--- src/rtl/rcms_pkg.sv ---
`timescale 1ns / 1ps
`default_nettype none
// shared types and constants for the reversing conveyor motor sequencer
// no dependencies
package rcms_pkg;

	localparam int unsigned MS_PER_SECOND = 1000;

	localparam int unsigned CFG_W   = 16;
	localparam int unsigned PHASE_W = 16;
	localparam int unsigned SUBS_W  = 10;
	localparam int unsigned SECS_W  = 16;
	localparam int unsigned ADDR_W  = 2;

	// register reset values
	localparam logic [CFG_W-1:0] RUN_SECONDS_RST      = 16'd240;
	localparam logic [CFG_W-1:0] REVERSE_PAUSE_MS_RST = 16'd500;
	localparam logic [CFG_W-1:0] DEBOUNCE_MS_RST      = 16'd200;

	// register indexes
	localparam logic [ADDR_W-1:0] REG_RUN_SECONDS      = 2'd0;
	localparam logic [ADDR_W-1:0] REG_REVERSE_PAUSE_MS = 2'd1;
	localparam logic [ADDR_W-1:0] REG_DEBOUNCE_MS      = 2'd2;

	typedef enum logic [2:0] {
		MODE_IDLE    = 3'd0,
		MODE_PRESS   = 3'd1,
		MODE_WAITREL = 3'd2,
		MODE_RELEASE = 3'd3,
		MODE_RUN     = 3'd4,
		MODE_PAUSE   = 3'd5,
		MODE_LOCK    = 3'd6
	} mode_t;

	// fields of one input beat, last field in bit 0
	typedef struct packed {
		logic left_switch;
		logic right_switch;
		logic button_pressed;
	} in_item_t;

	// fields of one result beat, last field in bit 0
	typedef struct packed {
		logic run_active;
		logic left_relay;
		logic right_relay;
	} out_item_t;

endpackage
`default_nettype wire

--- src/rtl/reversing_conveyor_motor_sequencer.sv ---
`timescale 1ns / 1ps
`default_nettype none
// reversing conveyor motor sequencer, top level
// depends on rcms_pkg
//
// One input beat is one millisecond tick carrying the sampled start button and
// the two limit-switch levels; every beat produces exactly one result beat with
// the right and left direction relays and the run flag. A debounced press and
// release of the button starts a timed run driving right. While running, a
// pressed limit switch drops the opposite relay, waits reverse_pause_ms ticks
// and then energizes its own relay; both switches together force an interlock
// that drops both relays and holds the run clock until they release. The run
// ends after run_seconds seconds counted in ticks. The whole state update is
// one pass of small counter and compare logic that writes the state registers
// and the result register together, so a new beat is taken every cycle as long
// as the result register is empty or being drained in the same cycle. The
// result beat is registered and offered in the cycle after its input beat is
// accepted. Configuration is a plain write port (cfg_we, cfg_addr, cfg_wdata);
// index 0 is run_seconds, 1 reverse_pause_ms, 2 debounce_ms; index 3 is
// ignored. Write registers only while the block is idle.
module reversing_conveyor_motor_sequencer import rcms_pkg::*; (
	input  wire logic              clk,
	input  wire logic              arst_n,
	// configuration write port
	input  wire logic              cfg_we,
	input  wire logic [ADDR_W-1:0] cfg_addr,
	input  wire logic [CFG_W-1:0]  cfg_wdata,
	// input beats
	input  wire logic              s_axis_tvalid,
	output logic                   s_axis_tready,
	input  wire logic [7:0]        s_axis_tdata,   // [0] button_pressed, [1] right_switch,
	                                               // [2] left_switch, [7:3] zero
	// result beats
	output logic                   m_axis_tvalid,
	input  wire logic              m_axis_tready,
	output logic [7:0]             m_axis_tdata    // [0] right_relay, [1] left_relay,
	                                               // [2] run_active, [7:3] zero
);

	// configuration registers
	logic [CFG_W-1:0] run_seconds_q;
	logic [CFG_W-1:0] reverse_pause_ms_q;
	logic [CFG_W-1:0] debounce_ms_q;

	// sequencer state
	mode_t              mode_q, mode_d;
	logic [PHASE_W-1:0] phase_q, phase_d;
	logic [SUBS_W-1:0]  subs_q, subs_d;
	logic [SECS_W-1:0]  secs_q, secs_d;
	logic               right_on_q, right_on_d;
	logic               left_on_q, left_on_d;
	logic               armed_q, armed_d;
	logic               pend_right_q, pend_right_d;

	// result register
	logic      out_valid_q;
	out_item_t out_item_q, out_item_d;

	in_item_t in_item;
	logic     accept;
	logic     both;

	// saturating increments and the run clock step
	logic [PHASE_W-1:0] phase_inc;
	logic [SUBS_W-1:0]  subs_tick;
	logic [SECS_W-1:0]  secs_tick;
	logic               sec_wrap;

	assign in_item       = s_axis_tdata[2:0];
	assign both          = in_item.right_switch & in_item.left_switch;

	// result register empties or drains this cycle
	assign s_axis_tready = ~out_valid_q | m_axis_tready;
	assign accept        = s_axis_tvalid & s_axis_tready;

	assign m_axis_tvalid = out_valid_q;
	assign m_axis_tdata  = {5'd0, out_item_q};

	assign phase_inc = (phase_q == {PHASE_W{1'b1}}) ? phase_q : phase_q + 1'b1;
	// subsecond rolls over at one second
	assign sec_wrap  = ({1'b0, subs_q} + 1'b1) >= (SUBS_W+1)'(MS_PER_SECOND);
	assign subs_tick = sec_wrap ? '0 : subs_q + 1'b1;
	assign secs_tick = (sec_wrap && secs_q != {SECS_W{1'b1}}) ? secs_q + 1'b1 : secs_q;

	// configuration writes
	always_ff @(posedge clk or negedge arst_n) begin
		if (!arst_n) begin
			run_seconds_q      <= RUN_SECONDS_RST;
			reverse_pause_ms_q <= REVERSE_PAUSE_MS_RST;
			debounce_ms_q      <= DEBOUNCE_MS_RST;
		end else if (cfg_we) begin
			unique case (cfg_addr)
				REG_RUN_SECONDS:      run_seconds_q      <= cfg_wdata;
				REG_REVERSE_PAUSE_MS: reverse_pause_ms_q <= cfg_wdata;
				REG_DEBOUNCE_MS:      debounce_ms_q      <= cfg_wdata;
				default:              ;
			endcase
		end
	end

	// next state for one tick
	always_comb begin
		mode_d       = mode_q;
		phase_d      = phase_q;
		subs_d       = subs_q;
		secs_d       = secs_q;
		right_on_d   = right_on_q;
		left_on_d    = left_on_q;
		armed_d      = armed_q;
		pend_right_d = pend_right_q;

		unique case (mode_q)
			MODE_PRESS: begin
				phase_d = phase_inc;
				if (phase_inc >= debounce_ms_q) mode_d = MODE_WAITREL;
			end
			MODE_WAITREL: begin
				if (!in_item.button_pressed) begin
					phase_d = '0;
					mode_d  = MODE_RELEASE;
				end
			end
			MODE_RELEASE: begin
				phase_d = phase_inc;
				if (phase_inc >= debounce_ms_q) begin
					armed_d      = 1'b1;
					subs_d       = '0;
					secs_d       = '0;
					right_on_d   = 1'b1;
					pend_right_d = 1'b0;
					mode_d       = MODE_RUN;
				end
			end
			MODE_RUN, MODE_PAUSE: begin
				if (both) begin
					// interlock: drop everything, abort any dead time
					right_on_d   = 1'b0;
					left_on_d    = 1'b0;
					armed_d      = 1'b0;
					pend_right_d = 1'b0;
					subs_d       = '0;
					mode_d       = MODE_LOCK;
				end else if (secs_tick >= run_seconds_q) begin
					// run over
					right_on_d   = 1'b0;
					left_on_d    = 1'b0;
					armed_d      = 1'b0;
					pend_right_d = 1'b0;
					subs_d       = '0;
					secs_d       = '0;
					mode_d       = MODE_IDLE;
				end else begin
					subs_d = subs_tick;
					secs_d = secs_tick;
					if (in_item.button_pressed && !armed_q) begin
						// restart: relays hold, clock freezes
						pend_right_d = 1'b0;
						phase_d      = '0;
						mode_d       = MODE_PRESS;
					end else if (mode_q == MODE_PAUSE) begin
						phase_d = phase_inc;
						if (phase_inc >= reverse_pause_ms_q) begin
							if (pend_right_q) right_on_d = 1'b1;
							else              left_on_d  = 1'b1;
							pend_right_d = 1'b0;
							mode_d       = MODE_RUN;
						end
					end else if (in_item.right_switch) begin
						left_on_d    = 1'b0;
						pend_right_d = 1'b1;
						phase_d      = '0;
						mode_d       = MODE_PAUSE;
					end else if (in_item.left_switch) begin
						right_on_d   = 1'b0;
						pend_right_d = 1'b0;
						phase_d      = '0;
						mode_d       = MODE_PAUSE;
					end
				end
			end
			MODE_LOCK: begin
				if (!both) mode_d = MODE_RUN;
			end
			default: begin
				// idle and the unused code
				mode_d = MODE_IDLE;
				if (!both && in_item.button_pressed) begin
					phase_d = '0;
					mode_d  = MODE_PRESS;
				end
			end
		endcase

		out_item_d.right_relay = right_on_d;
		out_item_d.left_relay  = left_on_d;
		out_item_d.run_active  = (mode_d == MODE_RUN) || (mode_d == MODE_PAUSE) ||
		                         (mode_d == MODE_LOCK);
	end

	// state advances once per accepted beat
	always_ff @(posedge clk or negedge arst_n) begin
		if (!arst_n) begin
			mode_q       <= MODE_IDLE;
			phase_q      <= '0;
			subs_q       <= '0;
			secs_q       <= '0;
			right_on_q   <= 1'b0;
			left_on_q    <= 1'b0;
			armed_q      <= 1'b0;
			pend_right_q <= 1'b0;
		end else if (accept) begin
			mode_q       <= mode_d;
			phase_q      <= phase_d;
			subs_q       <= subs_d;
			secs_q       <= secs_d;
			right_on_q   <= right_on_d;
			left_on_q    <= left_on_d;
			armed_q      <= armed_d;
			pend_right_q <= pend_right_d;
		end
	end

	// result register valid
	always_ff @(posedge clk or negedge arst_n) begin
		if (!arst_n) begin
			out_valid_q <= 1'b0;
		end else if (accept) begin
			out_valid_q <= 1'b1;
		end else if (m_axis_tready) begin
			out_valid_q <= 1'b0;
		end
	end

	// result payload, no reset needed
	always_ff @(posedge clk) begin
		if (accept) out_item_q <= out_item_d;
	end

endmodule
`default_nettype wire

--- config.mk ---
export PLATFORM = sky130hd
export DESIGN_NAME = reversing_conveyor_motor_sequencer
export DESIGN_NICKNAME = d
export VERILOG_FILES = /design/src/rtl/rcms_pkg.sv /design/src/rtl/reversing_conveyor_motor_sequencer.sv
export SDC_FILE = /design/constraint.sdc
export NUM_CORES = 1
export LEC_CHECK = 0
export BUFFER_PORTS_ARGS = -buffer_cell sky130_fd_sc_hd__buf_2
export CORE_AREA = 2 2 126 128
export CTS_CLUSTER_DIAMETER = 60
export DETAILED_ROUTE_END_ITERATION = 10
export DIE_AREA = 0 0 128 130
export GPL_ROUTABILITY_DRIVEN = 0
export PLACE_DENSITY_LB_ADDON = 0.2
export SLEW_MARGIN = 10
export SYNTH_ARGS = -nofsm -noshare
export SYNTH_HDL_FRONTEND = slang
export SYNTH_SLANG_ARGS = --single-unit
--- constraint.sdc ---
create_clock -name clk -period 6.5 [get_ports clk]
set_input_delay 0.975 -clock clk [delete_from_list [all_inputs] [get_ports clk]]
set_output_delay 0.975 -clock clk [all_outputs]
set_load 0.1 [all_outputs]
==> qor.yml, run 1 <==
floorplanning:
  die_w_um: 128
  rows: 46
  die_height_um: 130
  die_area_mm2: 0.0166
  core_area_mm2: 0.0154
  io_pins: 41
  start_util_pct: 43.7
synthesis:
  synth_area_mm2: 0.00673
  synth_top_family_by_area: "compound AO/OA/AOI/OAI gates"
  synth_warnings: 0
  synthMuxAreaShare_pct: 6.17
  synth_cells: 736
  yosys-top-cells-count: "85 x dfrtp_1, 69 x inv_1, 64 x nand2_1, 51 x ha_1, 49 x nor2_1"
  synth_top_area_share_pct: 31.6
  synth_cell_types: 76
  avgSynthCellArea_um2: 9.15
  synth_compound_area_share_pct: 19.3
  synthAdderAreaFrac_pct: 9.48
  async_reset_ff_share_pct: 97.0
  yosysTopAreaCell: "dfrtp_1"
  synth_edf_count: 3
  synth-simple-area-share_pct: 18.1
  yosysMostFrequentCell: "dfrtp_1"
  synth_area_leaders: "dfrtp_1 32%, ha_1 9.5%, mux2_2 6.0%"
  yosysSeqAreaShare_pct: 38.0
  synth_seq_cells: 101
  synthXorXnorAreaFrac_pct: 2.99
  ys.flop_type: "dfrtp_1"
power_and_ir_drop:
  power_frac_clock_pct: 26.8
  power_frac_seq_pct: 40.0
  cellPowerDensity_mw_per_mm2: 285
  leakagePower_nw: 3.39
  internal-power_mw: 1.32
  vdd_ir_drop_max_mv: 0.144
  power_switching_mw: 0.773
  swShare_pct: 36.8
  pwr-share-comb_pct: 33.2
worst_setup_path:
  cp-end-kind: "flip-flop"
  reg2reg_from: "subs_q[0]"
  worstSetupPathType: "flip-flop to flip-flop"
  cp.arrival_ns: 5.12
  cp.required_ns: 6.79
  cp-start-kind: "flip-flop"
  reg2reg_depth: 17
  path_max_fanout: 12
  r2r_end: "phase_q[5]"
  r2r_setup_slack_ns: 1.67
final_layout:
  drive_above_1_share_pct: 15.7
  antenna_cells: 0
  nFillCells: 1504
  finish.instance_area_mm2: 0.00737
  final_util_pct: 47.8
  fin_nets: 843
  syn_to_final_growth_pct: 9.38
  final_cells: 958
placed_design:
  dpl.cell_count: 942
  dp_hpwl_mm: 12.2
  placed_cell_area_mm2: 0.00706
  port_buffers: 30
global_routing:
  antenna_found_initial: 0
  grt-ovfl-total: 0
  use_met2_pct: 36.8
  grt_first_pass_wirelength_mm: 27.2
  grtUsageTotal_pct: 20.6
  met1_usage_pct: 24.9
  grt_max_degree: 51
  use_met3_pct: 4.02
  top_usage_layer: "met2"
  grt_pass1_vias: 5505
timing:
  setup_viol: 0
  fin_crit_ns: 4.83
  rsz0062_at_grt: "false"
  max_freq_mhz: 207
  slew_violations: 0
  hold_viol_final: 0
  tns_ns: 0
  tightest_slew_ns: 0.868
  fin_skew_ns: 0.0107
  max-slew-margin-rel_pct: 41.9
  hold_ws_ns: 0.497
  fin_crit_sh_pct: 74.3
route:
  vias_per_cell: 5.81
  first_pass_iters: 5
  num_vias: 5570
  ant_nets: 0
  drc: 0
  routed_wl_mm: 16.1
  wl_per_cell_um: 16.8
  drt-initial-drc-count: 383
min_path:
  whs_path_depth: 1
  hold_path.class: "flip-flop to flip-flop"
  min_from: "secs_q[7]"
  holdPathEnd: "secs_q[7]"
cts:
  cts_buffer_depth: 2
  htreeDepth: 3
  path_clk_slew_ns: 0.07
  cts_setup_buffers: 0
  root_buffer: "clkbuf_16"
  ctsHoldBuffers: 0
  worstSkewPairLatency_ns: 0.36
  numCtsBuffers: 9
  tritoncts: "yes"
  cts-resized-gates: 0
  clock_sinks: 101
job:
  maxCapViolCount: 0
status:
  outcome: "finished clean"
[flip-flops by register name, indices dropped and copies added, names as in the netlist]
name / cells
subs_q: 10
m_axis_tvalid: 1
secs_q: 16
mode_q: 3
armed_q: 1
pend_right_q: 1
m_axis_tdata: 3
run_seconds_q: 16
right_on_q: 1
left_on_q: 1
debounce_ms_q: 16
reverse_pause_ms_q: 16
phase_q: 16
[stage by stage]
step	setup WS (ns)	power [mW]
6_report	1.67	2.10
2_1_floorplan	2.64	1.35
3_3_place_gp	1.73	1.52
5_1_grt	1.21	2.25
4_1_cts	1.67	2.11
3_5_place_dp	1.71	1.54
[worst max-delay path by stage]
stage / start / end / slack (ns) / depth (start not counted)
finish: subs_q[0] / phase_q[5] / 1.67 / 17
global route: subs_q[1] / phase_q[3] / 1.21 / 18
CTS: subs_q[0] / phase_q[5] / 1.67 / 17
detailed placement: subs_q[0] / phase_q[5] / 1.71 / 17
global placement: subs_q[0] / phase_q[5] / 1.73 / 17
floorplan: subs_q[0] / phase_q[0] / 2.64 / 17
[cell type report]
cell class | instances | area (um^2) | area share [%]
repair buffers | 36 | 198 | 2.68
well taps | 192 | 240 | 3.26
clock inverters | 4 | 47.5 | 0.645
inverters | 70 | 263 | 3.57
multi-input cells | 543 | 3800 | 51.6
flip-flops and latches | 101 | 2560 | 34.7
clock buffers | 12 | 256 | 3.48
[per-layer routing]
metal | up-vias | share of wire [%]
met5 | - | 0
met4 | 0 | 1.9
met3 | 27 | 3.6
met2 | 107 | 51
met1 | 2725 | 43
li1 | 2711 | -
[power groups by stage]
stage	Sequential (mW)	Clock (mW)	Combinational, mW
detailed placement	0.851	0	0.692
CTS	0.839	0.578	0.697
finish	0.840	0.562	0.696
floorplan	0.825	0	0.523
global route	0.860	0.604	0.788
global placement	0.846	0	0.671
[cells by family after synthesis]
kind of cell    after synthesis
buf+inv                      96
other cells                   1
flops                       101
simple gates                238
xor+xnor                     23
compound gates              189
fa+ha+maj                    51
mux                          37
[layout by cell type (no fill, tap or decap), types with 6 or more instances in the layout]
master / instances
dfrtp_1: 85
inv_1: 69
nand2_1: 64
ha_1: 51
nor2_1: 49
o21ai_0: 48
mux2_2: 36
nand3_1: 32
a21oi_1: 29
buf_2: 29
nand4_1: 16
nor3_1: 15
xnor2_1: 14
a22o_1: 13
dfstp_2: 13
a31oi_1: 12
and2_1: 11
and3_1: 10
xor2_1: 9
o22ai_1: 9
clkbuf_16: 9
nand2b_1: 8
a211oi_1: 7
buf_4: 7
a21o_1: 6
o211ai_1: 6
a31o_2: 6
[worst max-delay path: stages, from the launching register on]
cell and delay (ns):
dfrtp_1 0.43, ha_1 0.34, and3_4 0.25, a221oi_2 0.30
o21a_1 0.18, a31oi_1 0.09, buf_4 0.20, nor2_1 0.31
xnor2_1 0.17, ha_1 0.24, or3b_1 0.38, o2111ai_1 0.10
a31oi_1 0.15, o21ai_1 0.45, a31oi_1 0.16, buf_4 0.23
nor3_1 0.55, a22o_1 0.24
(Power assumes the default switching activity.)
==> run 2, diff against run 1 <==
==> constraint.sdc (replaced) <==
create_clock -name clk -period 4.1 [get_ports clk]
set_input_delay 0.615 -clock clk [delete_from_list [all_inputs] [get_ports clk]]
set_output_delay 0.615 -clock clk [all_outputs]
set_load 0.1 [all_outputs]
==> run 2 against run 1 <==
Net effect: clock skew decreased by 0.0027 ns; design area grew 6.7%; global-route usage is 0.88 points higher; combinational power increased by 75%; via count up 3.8%; die area did not move; core utilization is 3.2 points higher; non-clock buffer count up 41; hold slack got worse by 0.28 ns; first-iteration DRC count fell by 18%; largest power group unchanged.
==> qor.yml, run 2 (synthesized netlist as in run 1, its figures left out) <==
route:
  route.met2.wl_mm: 8.92  # +7.6%
  num_vias: 5784  # +3.8%
  first_pass_iters: 4  # -1
  wl_per_cell_um: 17.1  # +1.8%
  met3_length_um: 377  # -35%
  highest_layer: "met4"
  drt-initial-drc-count: 314  # -18%
  ant_nets: 0  # unchanged
  vias_per_cell: 5.79  # -0.42%
  routed_wl_mm: 17.1  # +6.2%
  drc: 0  # unchanged
  wl_met1_mm: 7.38  # +6.2%
worst_setup_path:
  cp.required_ns: 4.21  # -2.58 ns
  critical-path-top-delay-family: "compound AO/OA/AOI/OAI gates"
  worstSetupPathType: "flip-flop to flip-flop"
  reg2reg_from: "subs_q[0]"
  critPathBufInv: 2  # unchanged
  critPathMaxStageDelay_ns: 0.38  # -0.17 ns
  crit_chain: "ha_1, and3_4, a221oi_4, o21a_1, a31oi_4, buf_4, nor4_4, nand3_2, xnor2_2, ha_1, nand3_1, a31oi_2, nor2_1, o21bai_2, buf_4, and2_2, a31oi_1, a21oi_1"
  cp.arrival_ns: 4.06  # -1.06 ns
  path_max_fanout: 6  # -6
  crit_path_start: "subs_q[0]"
  crit_slowest_cell: "dfrtp_1"
  cp-start-kind: "flip-flop"
  cp-end-kind: "flip-flop"
cts:
  tritoncts: "yes"
  cts_buffer_depth: 2  # unchanged
  path_clk_slew_ns: 0.07  # about the same
  root_buffer: "clkbuf_16"
  ctsHoldBuffers: 0  # unchanged
  worstSkewPairLatency_ns: 0.36  # about the same
  numCtsBuffers: 9  # unchanged
  htreeDepth: 3  # unchanged
  clock_sinks: 101  # unchanged
status:
  outcome: "finished clean"
final_layout:
  nFillCells: 1463  # -2.7%
  fin_nets: 884  # +4.9%
  mostFrequentLayoutCells: "85 x dfrtp_1, 69 x inv_1, 61 x nand2_1"
  drive_above_1_share_pct: 23.5  # +7.9 points
  mostFrequentLayoutCell: "dfrtp_1"
  antenna_cells: 0  # unchanged
  syn_to_final_growth_pct: 16.7
global_routing:
  grt_pass1_vias: 5838  # +6.0%
  antenna_found_initial: 0  # unchanged
  grtUsageTotal_pct: 21.4  # +0.88 points
  grt_first_pass_wirelength_mm: 28.2  # +3.7%
  grt-ovfl-total: 0  # unchanged
  grt_max_degree: 42  # -18%
placed_design:
  dp_hpwl_mm: 12.9  # +5.5%
  pre_cts_ws_ns: -0.217  # -1.93 ns
  port_buffers: 30  # unchanged
timing:
  hold_ws_ns: 0.221  # -0.276 ns
  rsz0062_at_grt: "true"
  tns_ns: 0  # unchanged
  tightest_slew_ns: 0.902  # +0.0333 ns
  fin_skew_ns: 0.00802  # -0.00268 ns
  max-slew-margin-rel_pct: 39.7  # -2.2 points
  fin_crit_sh_pct: 96.6  # +22 points
  max_freq_mhz: 253  # +22%
  slew_violations: 0  # unchanged
  fin_crit_ns: 3.96  # -0.871 ns
  finalWorstSetupSlack_ns: 0.141  # -1.53 ns
  setup_viol: 0  # unchanged
  hold_viol_final: 0  # unchanged
floorplanning:
  die_height_um: 130  # unchanged
  rows: 46  # unchanged
  start_util_pct: 43.7  # unchanged
  die_w_um: 128  # unchanged
  core_area_mm2: 0.0154  # unchanged
  io_pins: 41  # unchanged
  die_area_mm2: 0.0166  # unchanged
power_and_ir_drop:
  vdd_ir_drop_max_mv: 0.225  # +57%
  leakagePower_nw: 3.64  # +7.3%
  cellPowerDensity_mw_per_mm2: 436  # +53%
  finalPower_mw: 3.43  # +63%
job:
  maxCapViolCount: 0  # unchanged
min_path:
  hold_path.class: "primary input to asynchronous set/reset pin"
## run 2: cell count changes in the layout (fill, tap and decap cells not counted), moves of 3 or more
cell	delta
a31oi_1	-4
buf_4	+41
o21ai_1	+4
xnor2_1	-3
xnor2_2	+3
o21ai_0	-5
a211oi_2	+3
nand2_1	-3
a211oi_1	-3
nor3_1	-3
## run 2: metal layers
layer,vias to the layer above,track usage (%)
li1,2794,-
met1,2867,25.7
met2,96,38.9
met3,27,2.50
met4,0,9.44
met5,-,0
## run 2: stage by stage
| step | instance area, um^2 | util, % | cells |
|---|---|---|---|
| 2_1_floorplan | 6750 | - | 740 |
| 3_3_place_gp | 7350 | 47.7 | 981 |
| 3_5_place_dp | 7350 | 47.7 | 981 |
| 4_1_cts | 7670 | 49.7 | 997 |
| 5_1_grt | 7860 | 51.0 | 999 |
| 6_report | 7860 | 51.0 | 999 |
## run 2: timing repair
action | CTS | global route
hold endpoints to repair | 0 | 0
resized for setup | 3 | 38
pin swaps | 0 | 7
endpoints found under the setup margin | 25 | 49
buffers inserted | 0 | 2
## run 2: worst paths after layout
kind,cells past startpoint,slack [ns],endpoint
hold / removal,1,0.22,phase_q[7]
min in group clk,2,0.47,m_axis_tvalid
setup / recovery,18,0.14,m_axis_tdata[0]
max in group asynchronous,2,2.98,run_seconds_q[4]
setup reg to reg,18,0.14,m_axis_tdata[0]
hold reg to reg,2,0.51,run_seconds_q[6]
## run 2: final cells by class
class                   instances  area, um^2  share of cell area [%]
repair buffers                 77         505                    6.43
clock buffers                  12         279                    3.55
clock inverters                 4        26.3                   0.334
well taps                     192         240                    3.06
inverters                      70         263                    3.34
flip-flops and latches        101        2560                    32.5
multi-input cells             543        3990                    50.7
## run 2: worst reg2reg max path: stages (launching register included)
cell and delay [ns]:
dfrtp_1 0.38, ha_1 0.21, and3_4 0.20, a221oi_4 0.29, o21a_1 0.21, a31oi_4 0.14, buf_4 0.20, nor4_4 0.18
nand3_2 0.13, xnor2_2 0.16, ha_1 0.33, nand3_1 0.13, a31oi_2 0.23, nor2_1 0.05, o21bai_2 0.22, buf_4 0.16
and2_2 0.22, a31oi_1 0.17, a21oi_1 0.09
## run 2: where the power goes
group          internal, mW  switching [mW]  leakage (nW)
Combinational         0.476           0.746          2.23
Clock                 0.487           0.399         0.149
Sequential             1.18           0.141          1.26
Total                  2.14            1.29          3.64
==> run 3, diff against run 2 <==
--- a/config.mk
+++ b/config.mk
@@ -6,10 +6,10 @@
 export NUM_CORES = 1
 export LEC_CHECK = 0
 export BUFFER_PORTS_ARGS = -buffer_cell sky130_fd_sc_hd__buf_2
-export CORE_AREA = 2 2 126 128
+export CORE_AREA = 3 3 127 129
 export CTS_CLUSTER_DIAMETER = 60
 export DETAILED_ROUTE_END_ITERATION = 10
-export DIE_AREA = 0 0 128 130
+export DIE_AREA = 0 0 130 132
 export GPL_ROUTABILITY_DRIVEN = 0
 export PLACE_DENSITY_LB_ADDON = 0.2
 export SLEW_MARGIN = 10
==> run 3 against run 2 <==
Net effect: design area down 0.21%; clock-buffer cell count is 3 lower; global-route usage shrank 1.1 points; via count down 0.64%; die area rose by 3.1%; largest power group unchanged.
==> qor.yml, run 3 (synthesized netlist as in run 1, its figures left out) <==
status:
  outcome: "finished clean"
global_routing:
  grt_max_degree: 50  # +19%
  grt_pass1_vias: 5770  # -1.2%
  grt-ovfl-total: 0  # unchanged
  antenna_found_initial: 0  # unchanged
  top_usage_layer: "met2"
  use_met3_pct: 4.09  # +1.6 points
  use_met2_pct: 34.8  # -4.1 points
  grt_first_pass_wirelength_mm: 28.4  # +0.58%
  met1_usage_pct: 25.6  # -0.14 points
  grtUsageTotal_pct: 20.3  # -1.1 points
worst_setup_path:
  critical-path-top-delay-family: "simple AND/OR/NAND/NOR gates"
  critPathBufInv: 4  # +2
  crit_slowest_cell: "dfrtp_1"
  worstSetupPathType: "flip-flop to flip-flop"
  critPathMaxStageDelay_ns: 0.36  # -0.02 ns
  reg2reg_from: "subs_q[0]"
  reg2reg_depth: 20  # +2
  r2r_setup_slack_ns: 0.13  # about the same
  cp.depth: 20  # +2
  r2r_end: "phase_q[10]"
  crit_chain: "ha_2, buf_6, or2b_1, a21o_1, o311ai_4, a31oi_4, buf_6, nor4_4, nand3_2, xnor2_2, ha_1, a21oi_1, and2_4, nand3_1, o21ai_2, a31oi_1, buf_4, buf_4, nor3_4, o32ai_2"
  cp-start-kind: "flip-flop"
  cp.arrival_ns: 4.21  # +0.15 ns
  cp-end-kind: "flip-flop"
  cp.required_ns: 4.34  # +0.13 ns
  path_max_fanout: 8  # +2
timing:
  hold_viol_final: 0  # unchanged
  slew_violations: 0  # unchanged
  fin_crit_ns: 3.97  # +0.00967 ns
  max_freq_mhz: 252  # -0.24%
  rsz0062_at_grt: "true"
  finalWorstSetupSlack_ns: 0.131  # -0.00967 ns
  tightest_slew_ns: 0.880  # -0.0219 ns
  fin_skew_ns: 0.0107  # +0.00266 ns
  hold_ws_ns: 0.261  # +0.0406 ns
  setup_viol: 0  # unchanged
  fin_crit_sh_pct: 96.8  # +0.24 points
  max-slew-margin-rel_pct: 41.2  # +1.5 points
final_layout:
  antenna_cells: 0  # unchanged
  fin_nets: 883  # -0.11%
  mostFrequentLayoutCells: "83 x dfrtp_1, 69 x inv_1, 61 x nand2_1"
  nFillCells: 1375  # -6.0%
  drive_above_1_share_pct: 24.1  # +0.53 points
  syn_to_final_growth_pct: 16.5
  mostFrequentLayoutCell: "dfrtp_1"
  regArea_mm2: 0.00256  # about the same
  multiInputGateArea_mm2: 0.00399  # about the same
floorplanning:
  rows: 45  # -2.2%
  die_area_mm2: 0.0172  # +3.1%
  io_pins: 41  # unchanged
  start_util_pct: 44.5  # +0.80 points
  core_area_mm2: 0.0151  # -1.8%
  die_height_um: 132  # +1.5%
  die_w_um: 130  # +1.6%
cts:
  path_clk_slew_ns: 0.07  # about the same
  tritoncts: "yes"
  root_buffer: "clkbuf_16"
  worstSkewPairLatency_ns: 0.36  # about the same
  cts_buffer_depth: 2  # unchanged
  htreeDepth: 3  # unchanged
  clock_sinks: 101  # unchanged
  ctsHoldBuffers: 0  # unchanged
  numCtsBuffers: 9  # unchanged
min_path:
  hold_path.class: "primary input to asynchronous set/reset pin"
route:
  vias_per_cell: 5.78  # -0.14%
  ant_nets: 0  # unchanged
  first_pass_iters: 7  # +3
  routed_wl_mm: 17.1  # -0.35%
  drt-initial-drc-count: 233  # -26%
  drc: 0  # unchanged
  num_vias: 5747  # -0.64%
  wl_per_cell_um: 17.2  # +0.15%
placed_design:
  port_buffers: 30  # unchanged
  pre_cts_ws_ns: -0.104  # +0.113 ns
  dp_hpwl_mm: 12.7  # -1.4%
power_and_ir_drop:
  leakagePower_nw: 3.64  # -0.19%
  finalPower_mw: 3.39  # -1.1%
  cellPowerDensity_mw_per_mm2: 432  # -0.91%
  vdd_ir_drop_max_mv: 0.224  # -0.70%
job:
  maxCapViolCount: 0  # unchanged
run 3: changes by cell type in the layout (fill, tap and decap cells not counted), sizes merged:
cell,before,now
clkinv,2,4
buf,77,76
clkbuf,12,9
inv,71,73
clkinvlp,1,0
run 3: final cells by class:
class	count	area share [%]
Sequential cell	101	32.6
Clock inverter	7	0.734
Multi-Input combinational cell	543	50.9
Timing Repair Buffer	76	6.54
Clock buffer	9	2.87
Inverter	70	3.35
Tap cell	188	3.00
run 3: per-stage QoR:
step | std cells | instance area (um^2) | utilization (%) | setup TNS, ns
final | 994 | 7850 | 51.8 | 0
after global routing | 994 | 7850 | 51.8 | -0.652
after CTS | 988 | 7610 | 50.2 | 0
after detailed placement | 972 | 7310 | 48.3 | -0.431
after global placement | 972 | 7310 | 48.3 | 0
after floorplan | 740 | 6750 | - | 0
run 3: worst reg2reg max path, stage by stage (launching register included):
cell	delay, ns
dfrtp_1	0.36
ha_2	0.19
buf_6	0.13
or2b_1	0.23
a21o_1	0.20
o311ai_4	0.09
a31oi_4	0.16
buf_6	0.16
nor4_4	0.31
nand3_2	0.14
xnor2_2	0.17
ha_1	0.21
a21oi_1	0.23
and2_4	0.19
nand3_1	0.08
o21ai_2	0.20
a31oi_1	0.12
buf_4	0.21
buf_4	0.18
nor3_4	0.18
o32ai_2	0.11
run 3: what timing repair did:
item,in CTS,in global routing
setup endpoints to repair,9,49
setup buffers,0,6
gates resized for setup,3,45
cloned,0,0
pin swaps,0,15
run 3: metal layers:
metal / vias to the layer above / share of wire [%]
li1: 2796 / -
met1: 2806 / 44
met2: 118 / 50
met3: 27 / 3.2
met4: 0 / 2.4
met5: - / 0
run 3: power by group:
group          internal [mW]  leakage (nW)  total [mW]  switching (mW)
clock network          0.421         0.141       0.841           0.420
registers               1.18          1.26        1.32           0.136
logic                  0.480          2.24        1.23           0.754
run 3: worst max path at each step:
stage                          from           to  slack, ns
after CTS                 subs_q[0]    mode_q[0]       0.01
after detailed placement  subs_q[0]   phase_q[3]      -0.10
after global routing      subs_q[0]  phase_q[10]      -0.08
after global placement    subs_q[0]   phase_q[3]       0.02
after floorplan           subs_q[0]   phase_q[0]       0.24
final                     subs_q[0]  phase_q[10]       0.13
